## config.mk

```make
export PLATFORM = sky130hd
export DESIGN_NAME = rpa_front
export DESIGN_NICKNAME = d
export VERILOG_FILES = /design/src/rtl/core/refcounted_page_allocator_assert.svh /design/src/rtl/core/rpa_pkg.sv /design/src/rtl/core/rpa_front.sv
export SDC_FILE = /design/constraint.sdc
export NUM_CORES = 1
export LEC_CHECK = 0
export BUFFER_PORTS_ARGS = -buffer_cell sky130_fd_sc_hd__buf_2
export CAP_MARGIN = 30
export CORE_ASPECT_RATIO = 1.25
export CORE_MARGIN = 10
export CORE_UTILIZATION = 25
export CTS_CLUSTER_DIAMETER = 200
export CTS_CLUSTER_SIZE = 16
export DETAILED_ROUTE_END_ITERATION = 10
export SLEW_MARGIN = 10
export SYNTH_ARGS = -nofsm -noshare
export SYNTH_HDL_FRONTEND = slang
export SYNTH_SLANG_ARGS = --single-unit
```

## constraint.sdc

```tcl
create_clock -name clk -period 2.7 [get_ports clk]
set_clock_uncertainty 0.2 [all_clocks]
set_input_delay 0.135 -clock clk [delete_from_list [all_inputs] [get_ports clk]]
set_output_delay 0.135 -clock clk [all_outputs]
set_load 0.02 [all_outputs]
```

## src/rtl/core/refcounted_page_allocator_assert.svh

```systemverilog
// Assertion macros shared by the page allocator RTL.
// Each macro expands to one labeled concurrent assertion on the rising clock edge,
// disabled while the asynchronous reset is asserted.
`ifndef REFCOUNTED_PAGE_ALLOCATOR_ASSERT_SVH
`define REFCOUNTED_PAGE_ALLOCATOR_ASSERT_SVH

// Same-cycle implication.
`define RPA_ASSERT_IMP(label, clk, rst_n, ante, cons, msg) \
	label: assert property (@(posedge clk) disable iff (!rst_n) (ante) |-> (cons)) \
		else $error(msg);

// Next-cycle implication.
`define RPA_ASSERT_NXT(label, clk, rst_n, ante, cons, msg) \
	label: assert property (@(posedge clk) disable iff (!rst_n) (ante) |=> (cons)) \
		else $error(msg);

`endif

```

## src/rtl/core/rpa_pkg.sv

```systemverilog
`timescale 1ns / 1ps
// ----------------------------------------------------------------------------
// rpa_pkg
// Shared types and constants of the reference-counted page allocator.
// ----------------------------------------------------------------------------
package rpa_pkg;

	localparam int NUM_PAGES   = 32768;
	localparam int PAGE_W      = 15;
	localparam int IDX_W       = $clog2(NUM_PAGES);
	localparam int CNT_W       = 8;
	localparam int CFG_W       = 32;
	localparam int ADDR_W      = 3;
	localparam int QUEUE_DEPTH = 2;

	localparam logic [CNT_W-1:0] CNT_MAX      = CNT_W'(255);
	localparam logic [CNT_W-1:0] CNT_COPY_MIN = CNT_W'(2);

	// Command codes of the input channel.
	localparam logic [1:0] CMD_ALLOC   = 2'd0;
	localparam logic [1:0] CMD_ADDREF  = 2'd1;
	localparam logic [1:0] CMD_RELEASE = 2'd2;
	localparam logic [1:0] CMD_FAULT   = 2'd3;

	// Status codes of the output channel.
	localparam logic [1:0] ST_OK     = 2'd0;
	localparam logic [1:0] ST_NOFREE = 2'd1;
	localparam logic [1:0] ST_RANGE  = 2'd2;
	localparam logic [1:0] ST_COUNT  = 2'd3;

	// Register index decoded from the configuration address.
	localparam logic [ADDR_W-3:0] REG_FIRST_USABLE = '0;

	typedef enum logic [2:0] {
		OP_ALLOC,
		OP_ADDREF,
		OP_RELEASE,
		OP_FAULT,
		OP_RANGE
	} op_t;

	typedef struct packed {
		op_t               op;
		logic [PAGE_W-1:0] page;
	} item_t;

	typedef struct packed {
		logic [1:0]        status;
		logic [PAGE_W-1:0] page_out;
		logic [CNT_W-1:0]  ref_count;
		logic              pushed_free;
		logic              copy_needed;
	} result_t;

	typedef enum logic [2:0] {
		BK_CLEAR,
		BK_IDLE,
		BK_EXEC,
		BK_FIX,
		BK_HOLD
	} bk_state_t;

endpackage

```

## src/rtl/core/rpa_front.sv

```systemverilog
`timescale 1ns / 1ps
// ----------------------------------------------------------------------------
// rpa_front
// Configuration register and command front end: accepts commands, decodes
// them and flags pages outside the usable range before queueing.
// ----------------------------------------------------------------------------
module rpa_front (
	input  logic                         clk,
	input  logic                         arst_n,
	input  logic                         psel,
	input  logic                         penable,
	input  logic                         pwrite,
	input  logic [rpa_pkg::ADDR_W-1:0]   paddr,
	input  logic [rpa_pkg::CFG_W-1:0]    pwdata,
	output logic [rpa_pkg::CFG_W-1:0]    prdata,
	output logic                         pready,
	input  logic                         in_valid,
	output logic                         in_stall,
	input  logic [1:0]                   cmd,
	input  logic [rpa_pkg::PAGE_W-1:0]   page,
	input  logic                         q_full,
	input  logic                         clearing,
	output logic                         q_push,
	output rpa_pkg::item_t               q_item
);

	logic [rpa_pkg::PAGE_W-1:0] first_usable_q;
	logic                       reg_hit;
	logic                       out_of_range;

	assign pready  = 1'b1;
	assign reg_hit = (paddr[rpa_pkg::ADDR_W-1:2] == rpa_pkg::REG_FIRST_USABLE);

	always_ff @(posedge clk or negedge arst_n) begin
		if (!arst_n) begin
			first_usable_q <= '0;
		end else if (psel && penable && pwrite && pready && reg_hit) begin
			first_usable_q <= pwdata[rpa_pkg::PAGE_W-1:0];
		end
	end

	always_comb begin
		prdata = '0;
		if (reg_hit) begin
			prdata = {{(rpa_pkg::CFG_W-rpa_pkg::PAGE_W){1'b0}}, first_usable_q};
		end
	end

	// No new commands while the count memory is being cleared after reset.
	assign in_stall = q_full || clearing;
	assign q_push   = in_valid && !in_stall;

	assign out_of_range = (page < first_usable_q) ||
		({1'b0, page} >= (rpa_pkg::PAGE_W+1)'(rpa_pkg::NUM_PAGES));

	always_comb begin
		q_item.page = page;
		case (cmd)
			rpa_pkg::CMD_ALLOC:   q_item.op = rpa_pkg::OP_ALLOC;
			rpa_pkg::CMD_ADDREF:  q_item.op = rpa_pkg::OP_ADDREF;
			rpa_pkg::CMD_RELEASE: q_item.op = rpa_pkg::OP_RELEASE;
			rpa_pkg::CMD_FAULT:   q_item.op = rpa_pkg::OP_FAULT;
			default:              q_item.op = rpa_pkg::OP_RANGE;
		endcase
		if (cmd != rpa_pkg::CMD_ALLOC && out_of_range) begin
			q_item.op = rpa_pkg::OP_RANGE;
		end
	end

endmodule

```

# [Yosys cells after proc, flatten, opt, wreduce, memory -nomap -nowiden]
# Index checks and enable logic that the tools add are counted.
[totals] regBits=15 latchBits=0 mem_bits_rw=0 romBits=0 in_bits=60 out_inout_bits=53 wordCells=18 n_memories=0
[op_classes] add_sub_neg=0 multipliers=0 div_mod_pow=0 order_cmp=1 eq_ne=3 shift=0 n_mux=3 n_bitwise=1 reduce_logical=9
[ops] cell="< comparator 15 bit" n=1
[ops] cell="two-way mux 15 bit" n=1
[ops] cell="one-hot mux 3 bit (4 select lines)" n=1
[ops] cell="logical AND 1 bit" n=5
[ops] cell="equality test 2 bit, second input constant" n=2
[ops] cell="two-way mux 3 bit" n=1
[ops] cell="equality test 2 x 1 -> 1 bit, second input constant" n=1
[ops] cell="logical NOT 2 bit" n=1
[ops] cell="nonzero test 2 bit" n=1
[ops] cell="logical NOT 1 bit" n=1
[ops] cell="logical OR 1 bit" n=1
[ops] cell="inverter 1 bit" n=1

# [Depth between registers and ports, before layout]
[logic_depth] depth_word=3 ltp_mapped=6 mapped_depth_nobuf=6

# [Worst setup path after synthesis]
# OpenSTA, ideal clock, no wires.
[synth_timing] path_kind="flip-flop to output port" startpoint="reg first_usable_q[14] (netlist name)" endpoint="out q_item[15] (netlist name)" arrival_time_ps=1346 required_ps=2365 setup_slack_ps=1019 stages_incl_launch_ff=7 path_buffers=0 cell_sequence="dfrtp_1 -> inv_1 -> ha_1 -> nand4_1 -> nor2_1 -> nand2_1 -> o211ai_1"
[synth_rtl] item="from (decl)" line_no="rpa_front.sv:27" source="logic [rpa_pkg::PAGE_W-1:0] first_usable_q;"
[synth_rtl] item="from (signal assigned)" line_no="rpa_front.sv:38" source="first_usable_q <= pwdata[rpa_pkg::PAGE_W-1:0];"
[synth_rtl] item="to (decl)" line_no="rpa_front.sv:24" source="output rpa_pkg::item_t q_item"

==> results by group <==
Die
  • Chip Width: ~86 microns
  • FP Rows: 29
  • Starting Density: 26.27%
  • IO Pins: 113
  • Die area: 0.008777 sq mm
  • Die H: slightly above 100 microns
  • Core area: 0.005152 sq mm

Layout
  • Most frequent cells in the layout: buf_2 (75), nor2_1 (18), conb_1 (18), dlygate4sd3_1 (16)
  • Max reg flops: 15
  • Biggest regs: first_usable_q: 15 flops
  • Layout cells sized above 1: 42.67%
  • Area of the multi-input gates: 719.4 sq um
  • Layout Utilization: 35.11%
  • Nets@finish: 300
  • Biggest register: first_usable_q
  • Area Growth Syn to Fin: 33.64%
  • Antenna diodes: 0
  • Final instance area: roughly 0.0018 sq mm
  • Fill cells: 539
  • Register area: 375.4 sq um
  • Most common cell after layout, fill and taps aside: buf_2

Global route
  • GRT Resource Usage Total: a little under 8%
  • Initial antenna violation count: 0
  • Vias in the first global route: about 1,200
  • Largest net degree at the start of global routing: 17
  • Grt ovf: 0
  • First-pass GRT wire length: 5.492 mm

Detailed routing
  • Final ANT Viol Nets: 0
  • Vias: about 1,100
  • DRC Markers: 0
  • Drt initial violations: 42
  • DR pass1 iterations: 3
  • Final wirelength: roughly 3.6 mm
  • DR vias/cell: 4.000
  • WL/cell: 12.63 microns

Clock tree
  • Max Root-Sink Buffers: 2
  • CTS H-tree depth: 1
  • Hold-fix buffers, CTS: 16
  • Post-CTS setup buffer count: 0
  • CTS tree: built
  • Cell chosen for the clock root: clkbuf_8
  • Post_cts resized: 0
  • Total CTS buffers: 3
  • Clock slew at reported path FFs: 0.06 ns
  • CTS sink cnt: 15
  • Worst-skew pair later-pin latency: between 0.2 and 0.25 ns

Timing
  • Fin. Hold Viols: 0
  • Crit share post-route: 77.91%
  • RSZ-0062 raised after global routing: false
  • Min Tclk post-route: 2.104 ns
  • Setup_tns: 0 ns
  • Final setup fails: 0
  • Max Slew Vio Count: 0
  • Setup slack after layout: 0.5964 ns
  • Peak Freq: 475.4 MHz

Power
  • Switching share of power: between 30% and 40%
  • Clk pwr share: 18.9%
  • Maximum vdd ir drop: ~0.00030 V
  • Internal Power: 579.6 uW
  • Comb pwr share: about half
  • Flop pwr share: between 30% and 40%
  • Leak: 1.034 nW
  • Switch Pwr: 352.8 uW
  • Pwr/cell area: 515.4 mW/mm^2

Placed design
  • Post-DP HPWL: ~3.2 mm
  • I/O Buffers: 75
  • Placed cell areas: 0.001604 sq mm
  • Pre-CTS setup slack: between 0.8 and 0.9 ns
  • Gpl congestion: about 0.83

Setup path
  • Worst Setup End Kind: output port
  • Worst Path Arrival: 1.77 ns
  • Worst Setup Path Type: register to output port
  • Worst-path maximum fanout: 3
  • Worst Setup SP: first_usable_q[2]
  • Critical Path RT: between 2 and 2.5 ns
  • Worst setup SP type: register
  • Worst r2r src: first_usable_q[0]

Synth
  • Yosys reg bits: 15
  • Yosys top cell area share: roughly 28%
  • Seq/Total Area, Yosys: 27.73%
  • Area leader, netlist: dfrtp_1
  • Netlist cell types: 22
  • Post-synthesis cell area: 0.001354 sq mm
  • Yosys warns: 0
  • Syn_area_per_cell: between 9 and 10 sq um
  • Cells after Synth: 149
  • Top cells by area, synth: dfrtp_1 (28%), buf_4 (18%), ha_1 (13%), mux2_4 (11%), nor2_1 (5.0%)

Outcome
  • Status: finished, final reports clean

Min path
  • Hold WC Path Type: primary input to asynchronous set/reset pin

Flow run
  • Max-cap violations: 0
## power groups by stage
stage	clock network, mW	logic, mW	registers, mW
floorplan	0	0.346	0.297
global placement	0	0.436	0.304
detailed placement	0	0.443	0.305
CTS	0.184	0.463	0.301
global route	0.191	0.505	0.308
finish	0.176	0.456	0.301
## stage by stage
stage	hold WS, ns	std cells	total power, mW
6_report	0.1352	287	0.9324
3_3_place_gp	-0.1464	267	0.7401
3_5_place_dp	-0.1429	267	0.7482
4_1_cts	0.1249	287	0.9485
5_1_grt	0.1593	287	1.004
2_1_floorplan	-0.3606	165	0.6424
## per-layer routing
| layer | share of wire [%] | vias up | GRT usage, % |
|---|---|---|---|
| met5 | 0 | - | 0 |
| met4 | 1.6 | 0 | 3.807 |
| met3 | 12 | 5 | 3.901 |
| met2 | 50 | 49 | 13.45 |
| met1 | 37 | 507 | 7.660 |
| li1 | - | 587 | - |
## synth_stat cells
master,instances
a21oi_1,8
mux2_4,10
nand4_1,2
o211ai_1,3
o21ai_0,2
nand3_1,2
nand2_1,11
nor2_1,18
buf_4,33
clkbuf_1,1
nand4b_4,1
nor2b_1,2
or2_2,1
buf_6,1
inv_1,15
ha_1,14
dfrtp_1,15
o21ba_2,1
o31a_1,1
conb_1,2
mux2_2,5
o21ai_1,1
## cell families after synthesis
kind of cell	after synthesis	share of synthesized area, %
buffers and inverters	50	23.57
AND/OR/NAND/NOR	37	12.85
AO/OA/AOI/OAI	16	7.116
multiplexers	15	15.25
flip-flops	15	27.73
adder cells (fa/ha/maj)	14	12.94
other	2	0.5547
## worst max-delay path, cell delays in order (launching register included)
cell and delay [ns]:
dfrtp_1 0.38, inv_1 0.08, ha_1 0.24, a21oi_1 0.15, o21ai_1 0.08, a21oi_1 0.25, o31a_1 0.19, buf_2 0.17
## worst paths after layout
check                               endpoint  slack, ns  depth (start not counted)
max in group asynchronous  first_usable_q[9]       1.92                          2
min                        first_usable_q[2]       0.14                          2
max reg2reg                first_usable_q[0]       1.75                          1
min in group clk           first_usable_q[0]       0.29                          3
max                               q_item[17]       0.60                          7
min reg2reg                first_usable_q[7]       0.30                          1
## layout make-up
class / count / share of cell area, %
clock buffers: 4 / 2.490
well taps: 62 / 4.288
flip-flops and latches: 15 / 20.75
inverters: 15 / 3.112
multi-input cells: 100 / 39.76
repair buffers: 91 / 29.60
Power figures use the tool's default switching activity.
