$ cat config.mk
export PLATFORM = sky130hd
export DESIGN_NAME = rpa_queue
export DESIGN_NICKNAME = d
export VERILOG_FILES = /design/src/rtl/core/refcounted_page_allocator_assert.svh /design/src/rtl/core/rpa_pkg.sv /design/src/rtl/core/rpa_queue.sv
export SDC_FILE = /design/constraint.sdc
export NUM_CORES = 1
export LEC_CHECK = 0
export ABC_AREA = 0
export BUFFER_PORTS_ARGS = -buffer_cell sky130_fd_sc_hd__buf_2
export CORE_ASPECT_RATIO = 2
export CORE_MARGIN = 5
export CORE_UTILIZATION = 54
export CTS_CLUSTER_SIZE = 10
export DETAILED_ROUTE_END_ITERATION = 6
export GPL_ROUTABILITY_DRIVEN = 0
export PLACE_DENSITY = 0.88
export SYNTH_ARGS = -nofsm -noshare
export SYNTH_HDL_FRONTEND = slang
export SYNTH_SLANG_ARGS = --single-unit
$ cat constraint.sdc
create_clock -name clk -period 4.9 [get_ports clk]
set_input_delay 0 -clock clk [delete_from_list [all_inputs] [get_ports clk]]
set_output_delay 0 -clock clk [all_outputs]
set_load 0.02 [all_outputs]
$ cat src/rtl/core/refcounted_page_allocator_assert.svh
// Assertion macros shared by the page allocator RTL.
// Each macro expands to one labeled concurrent assertion on the rising clock edge,
// disabled while the asynchronous reset is asserted.
`ifndef REFCOUNTED_PAGE_ALLOCATOR_ASSERT_SVH
`define REFCOUNTED_PAGE_ALLOCATOR_ASSERT_SVH

// Same-cycle implication.
`define RPA_ASSERT_IMP(label, clk, rst_n, ante, cons, msg) \
	label: assert property (@(posedge clk) disable iff (!rst_n) (ante) |-> (cons)) \
		else $error(msg);

// Next-cycle implication.
`define RPA_ASSERT_NXT(label, clk, rst_n, ante, cons, msg) \
	label: assert property (@(posedge clk) disable iff (!rst_n) (ante) |=> (cons)) \
		else $error(msg);

`endif

$ cat src/rtl/core/rpa_pkg.sv
`timescale 1ns / 1ps
// ----------------------------------------------------------------------------
// rpa_pkg
// Shared types and constants of the reference-counted page allocator.
// ----------------------------------------------------------------------------
package rpa_pkg;

	localparam int NUM_PAGES   = 32768;
	localparam int PAGE_W      = 15;
	localparam int IDX_W       = $clog2(NUM_PAGES);
	localparam int CNT_W       = 8;
	localparam int CFG_W       = 32;
	localparam int ADDR_W      = 3;
	localparam int QUEUE_DEPTH = 2;

	localparam logic [CNT_W-1:0] CNT_MAX      = CNT_W'(255);
	localparam logic [CNT_W-1:0] CNT_COPY_MIN = CNT_W'(2);

	// Command codes of the input channel.
	localparam logic [1:0] CMD_ALLOC   = 2'd0;
	localparam logic [1:0] CMD_ADDREF  = 2'd1;
	localparam logic [1:0] CMD_RELEASE = 2'd2;
	localparam logic [1:0] CMD_FAULT   = 2'd3;

	// Status codes of the output channel.
	localparam logic [1:0] ST_OK     = 2'd0;
	localparam logic [1:0] ST_NOFREE = 2'd1;
	localparam logic [1:0] ST_RANGE  = 2'd2;
	localparam logic [1:0] ST_COUNT  = 2'd3;

	// Register index decoded from the configuration address.
	localparam logic [ADDR_W-3:0] REG_FIRST_USABLE = '0;

	typedef enum logic [2:0] {
		OP_ALLOC,
		OP_ADDREF,
		OP_RELEASE,
		OP_FAULT,
		OP_RANGE
	} op_t;

	typedef struct packed {
		op_t               op;
		logic [PAGE_W-1:0] page;
	} item_t;

	typedef struct packed {
		logic [1:0]        status;
		logic [PAGE_W-1:0] page_out;
		logic [CNT_W-1:0]  ref_count;
		logic              pushed_free;
		logic              copy_needed;
	} result_t;

	typedef enum logic [2:0] {
		BK_CLEAR,
		BK_IDLE,
		BK_EXEC,
		BK_FIX,
		BK_HOLD
	} bk_state_t;

endpackage

$ cat src/rtl/core/rpa_queue.sv
`timescale 1ns / 1ps
// ----------------------------------------------------------------------------
// rpa_queue
// Short command queue between the front end and the execution back end.
// ----------------------------------------------------------------------------
module rpa_queue (
	input  logic           clk,
	input  logic           arst_n,
	input  logic           push,
	input  rpa_pkg::item_t push_item,
	input  logic           pop,
	output logic           full,
	output logic           not_empty,
	output rpa_pkg::item_t head_item
);

	localparam int PTR_W = $clog2(rpa_pkg::QUEUE_DEPTH);
	localparam int CNT_W = $clog2(rpa_pkg::QUEUE_DEPTH + 1);

	rpa_pkg::item_t   entries_q [rpa_pkg::QUEUE_DEPTH];
	logic [PTR_W-1:0] wr_ptr_q;
	logic [PTR_W-1:0] rd_ptr_q;
	logic [CNT_W-1:0] count_q;

	function automatic logic [PTR_W-1:0] ptr_next(input logic [PTR_W-1:0] p);
		if (p == PTR_W'(rpa_pkg::QUEUE_DEPTH - 1)) begin
			return '0;
		end
		return p + PTR_W'(1);
	endfunction

	assign full      = (count_q == CNT_W'(rpa_pkg::QUEUE_DEPTH));
	assign not_empty = (count_q != '0);
	assign head_item = entries_q[rd_ptr_q];

	always_ff @(posedge clk) begin
		if (push) begin
			entries_q[wr_ptr_q] <= push_item;
		end
	end

	always_ff @(posedge clk or negedge arst_n) begin
		if (!arst_n) begin
			wr_ptr_q <= '0;
			rd_ptr_q <= '0;
			count_q  <= '0;
		end else begin
			if (push) begin
				wr_ptr_q <= ptr_next(wr_ptr_q);
			end
			if (pop) begin
				rd_ptr_q <= ptr_next(rd_ptr_q);
			end
			if (push && !pop) begin
				count_q <= count_q + CNT_W'(1);
			end else if (pop && !push) begin
				count_q <= count_q - CNT_W'(1);
			end
		end
	end

endmodule

* Word level (Yosys, flattened, before mapping) *
Memories as Yosys holds them, arrays and structs flattened.
Index checks and enable logic that the tools add are counted.
W data, S select, Z words.

cells by class
  add/subtract/negate cells = 4
  equal/unequal tests = 1
  muxes and demuxes = 12
  reduce and logical (&&, ||, !) cells = 6

operator list
  kind                   count
  $mux W1                10
  $mux W2                2
  $reduce_bool A2 Y1     2
  $add A1 B1 Y1 const B  2
  $add A2 B1 Y2 const B  1
  $eq A2 B2 Y1 const B   1
  $logic_and A1 B1 Y1    2
  $logic_not A1 Y1       2
  $sub A2 B1 Y2 const B  1

storage, ports and cells
  register bits after elaboration = 4
  memory bits (writable) = 36
  input port bits = 22
  output and inout port bits = 20
  memories = 1

memory list
  memory     words  width  read ports  clocked after Yosys merged registers in  write ports  line             text
  entries_q  2      18     1           0                                        1            rpa_queue.sv:20  rpa_pkg::item_t entries_q [rpa_pkg::QUEUE_DEPTH];

* Logic depth before layout (Yosys ltp) *
  depth in word-level cells = 4
  depth in mapped cells = 5
  depth with buffers taken out = 5

* Worst setup path before layout *
Ideal clock, no wire load.

  path kind = reg2reg
  from = register wr_ptr_q
  to = memory entries_q[0][0] (netlist bit) (enable)
  setup time = 0.395 ns
  arrival time = 1.227 ns
  path slack = 3.279 ns
  stages on the path, launching flop included = 2
  path buffers = 0
  cells stage by stage = dfrtp_1 -> nor2b_1

RTL lines
  what                    line             text
  start, declared         rpa_queue.sv:21  logic [PTR_W-1:0] wr_ptr_q;
  start signal, assigned  rpa_queue.sv:49  wr_ptr_q <= ptr_next(wr_ptr_q);
  end, declared           rpa_queue.sv:20

Straight into the memory's write port.

==> results.py <==
metrics = {
    "route": {
        "vias_per_cell": 4.89,
        "drc": 0,
        "drtIter0Drc": 12,
        "ant_nets": 0,
        "wirelength_um": 2420,
        "detail_route.first_pass.iterations": 4,
        "num_vias": 826,
        "drt-wirelength-per-cell_um": 14.3,
    },
    "sta": {
        "timing.final.max_slew_violations": 0,
        "rsz0062_at_grt": "no",
        "final.period_utilization": 0.368,
        "period_minus_slack_ps": 1800,
        "fmax_ghz": 0.554,
        "timing.clock.skew_ps": 3.63,
        "timing_hold_violations_final": 0,
        "timing.slew.headroom": 0.392,
        "worst-slew-pin-transition_ps": 913,
        "fin_setup_tns_ps": 0,
        "final-setup-viol-count": 0,
    },
    "global_routing": {
        "globalRoute.totalOverflow": 0,
        "first_global_vias": 881,
        "grt_start_max_net_pins": 20,
        "grt_antenna_before_repair": 0,
        "track_usage": 0.146,
        "grt_pass1_wl_um": 4000,
    },
    "floorplanning": {
        "dieWidth_um": 47.7,
        "initial_core_util": 0.562,
        "floorplan.io_pins": 42,
        "die_area_um2": 4080,
        "core_area_um2": 2740,
        "die-height_um": 85.5,
        "rows": 27,
    },
    "synth": {
        "synth_fa_ha_area_frac": 0.00814,
        "synth-simple-area-share": 0.0187,
        "flop_and_latch_count_out_of_synthesis": 40,
        "synthXorXnorAreaFrac": 0.0285,
        "synth-compound-area-share": 0,
        "mappedNetlistArea_um2": 1540,
        "seq_area_frac_synth": 0.768,
        "mux_contribution_to_synthesized_area": 0.154,
        "synth_cell_types": 14,
        "netlist_instances": 72,
        "post_synth.cell_area_avg_um2": 21.4,
        "mappedNetlistNets": 95,
        "combinational_family_with_the_most_area_after_synthesis": "multiplexers",
        "ys.warnings.count": 0,
    },
    "pwr": {
        "vdd.ir_drop.worst_uv": 353,
        "total_net_switching_power_uw": 339,
        "clock_power_share": 0.222,
        "internal_pwr_total_uw": 780,
        "p_per_area_nw_per_um2": 541,
        "power_frac_seq": 0.463,
        "netSwitchingFraction": 0.303,
        "combinationalPowerShare": 0.315,
        "total_leakage_power_uw": 0.000844,
    },
    "run": {
        "max_capacitance_violation_count": 0,
    },
    "setup_path": {
        "max_stage_delay_ps": 940,
        "critical_path_peak_fanout": 19,
        "kind_of_start_point_of_the_critical_path": "flop",
        "criticalPathCategory": "flop to output pin",
        "critical_path_required_ps": 4900,
        "cp-end-kind": "output pin",
        "timing.critical_path.slowest_stage_cell": "sky130_fd_sc_hd__dfrtp_1",
        "cell_count_of_the_worst_reg_to_reg_path": 1,
        "cp_data_arrival_time_ps": 1800,
        "path_cells": "mux2_2 -> buf_2",
    },
    "clock_network": {
        "cts-buffers-inserted": 5,
        "clock-root-buffer": "sky130_fd_sc_hd__clkbuf_8",
        "postCtsSetupRepairBufs": 0,
        "cts_tree": "yes",
        "cts.clk_slew.worst_paths_ps": 70,
        "numClockSinks": 40,
        "worst_skew_pair.late_latency_ps": 280,
        "cts_buffer_depth": 2,
        "cts_max_level": 2,
    },
    "layout": {
        "count_of_antenna_diodes_in_the_layout": 0,
        "final_common_cell": "sky130_fd_sc_hd__buf_2",
        "final_net_count": 162,
        "post_layout_instance_area_um2": 2070,
        "most_frequent_cells_in_the_layout": "sky130_fd_sc_hd__buf_2, sky130_fd_sc_hd__edfxtp_1, sky130_fd_sc_hd__dlygate4sd3_1",
        "layout-area-overhead-vs-synth_pct": 34.5,
        "layout-drive-gt1-share": 0.486,
    },
    "placed_design": {
        "half_perimeter_wire_length_after_detailed_placement_um": 1690,
        "port_buffers": 41,
        "detailed_place.area_um2": 1750,
    },
    "hold_path": {
        "path_category_of_the_worst_min_delay_check": "input port to async pin",
    },
    "outcome": {
        "status": "complete, no violations",
    },
}
synthesized netlist by cell type:
library cell,number,share of area
sky130_fd_sc_hd__dfrtp_1,4,0.065
sky130_fd_sc_hd__buf_12,1,0.013
sky130_fd_sc_hd__nor2b_1,2,0.0081
sky130_fd_sc_hd__xnor2_1,1,0.0057
sky130_fd_sc_hd__edfxtp_1,36,0.70
sky130_fd_sc_hd__ha_1,1,0.0081
sky130_fd_sc_hd__buf_6,1,0.0073
sky130_fd_sc_hd__nor2_1,1,0.0024
sky130_fd_sc_hd__inv_1,1,0.0024
sky130_fd_sc_hd__or2_2,1,0.0041
sky130_fd_sc_hd__mux2_4,9,0.088
sky130_fd_sc_hd__and2_1,1,0.0041
sky130_fd_sc_hd__mux2_2,9,0.066
sky130_fd_sc_hd__xor2_1,4,0.023
kinds of logic (layout without fill, tap and decap cells):
| family | count (synthesis) | count (layout) |
|---|---|---|
| and+or+nand+nor | 5 | 5 |
| buffers and inverters | 3 | 71 |
| DFF | 40 | 40 |
| adders and majority gates | 1 | 1 |
| muxes | 18 | 18 |
| xor gates and xnor gates | 5 | 5 |
path summary, 6_finish.rpt:
path	to	slack (ps)	startpoint
max	head_item[17]	3100	rd_ptr_q
max reg2reg	entries_q[0][7]	3410	wr_ptr_q
min in group clk	entries_q[0][7]	430	push_item[7]
min	count_q[1]	40	arst_n
max in group asynchronous	rd_ptr_q	4740	arst_n
min reg2reg	count_q[1]	500	count_q[1]
flip-flops by register name, summed over array words and instances, names as in the netlist:
register / cells
entries_q: 36
wr_ptr_q: 1
count_q: 2
rd_ptr_q: 1
stage by stage:
| stage | worst slack (ps) | cells | total power [uW] | util | hold WS [ps] |
|---|---|---|---|---|---|
| finish | 3100 | 169 | 1120 | 0.756 | 43.5 |
| global route | 2970 | 169 | 1180 | 0.756 | 50.1 |
| CTS | 3050 | 169 | 1140 | 0.756 | 35.6 |
| detailed placement | 3360 | 140 | 872 | 0.640 | -192 |
| global placement | 3420 | 140 | 855 | 0.640 | -195 |
| floorplan | 3280 | 72 | 785 | - | -296 |
metal layers:
layer,vias to the layer above,wire (um),global-route usage
met5,-,0,0
met4,0,71,0.0882
met3,7,146,0.0488
met2,28,1360,0.228
met1,390,843,0.161
li1,401,-,-
power groups by stage:
stage | clock network [uW] | registers (uW) | logic [uW]
floorplan | 0 | 485 | 301
global placement | 0 | 520 | 335
detailed placement | 0 | 528 | 344
CTS | 256 | 521 | 358
global route | 269 | 532 | 375
finish | 249 | 518 | 352
repair_timing:
item / in CTS / in global routing
hold buffers: 21 / 0
endpoints found under the hold margin: 42 / 0
gates resized for setup: 0 / 0
endpoints found under the setup margin: 0 / 0
critical path, delay by kind of cell, from the launching register on:
family,cells,cell delay [ps]
buffers and inverters,1,160
flip-flops,1,940
multiplexers,1,420
final cells by class:
type	instances	area [um^2]
Clock buffer	6	72.6
Inverter	1	3.75
Sequential cell	40	1180
Fill cell	147	668
Multi-Input combinational cell	29	324
Tap cell	29	36.3
Timing Repair Buffer	62	415
Clock inverter	2	35.0
No activity file was read; power rests on OpenSTA's default activity.
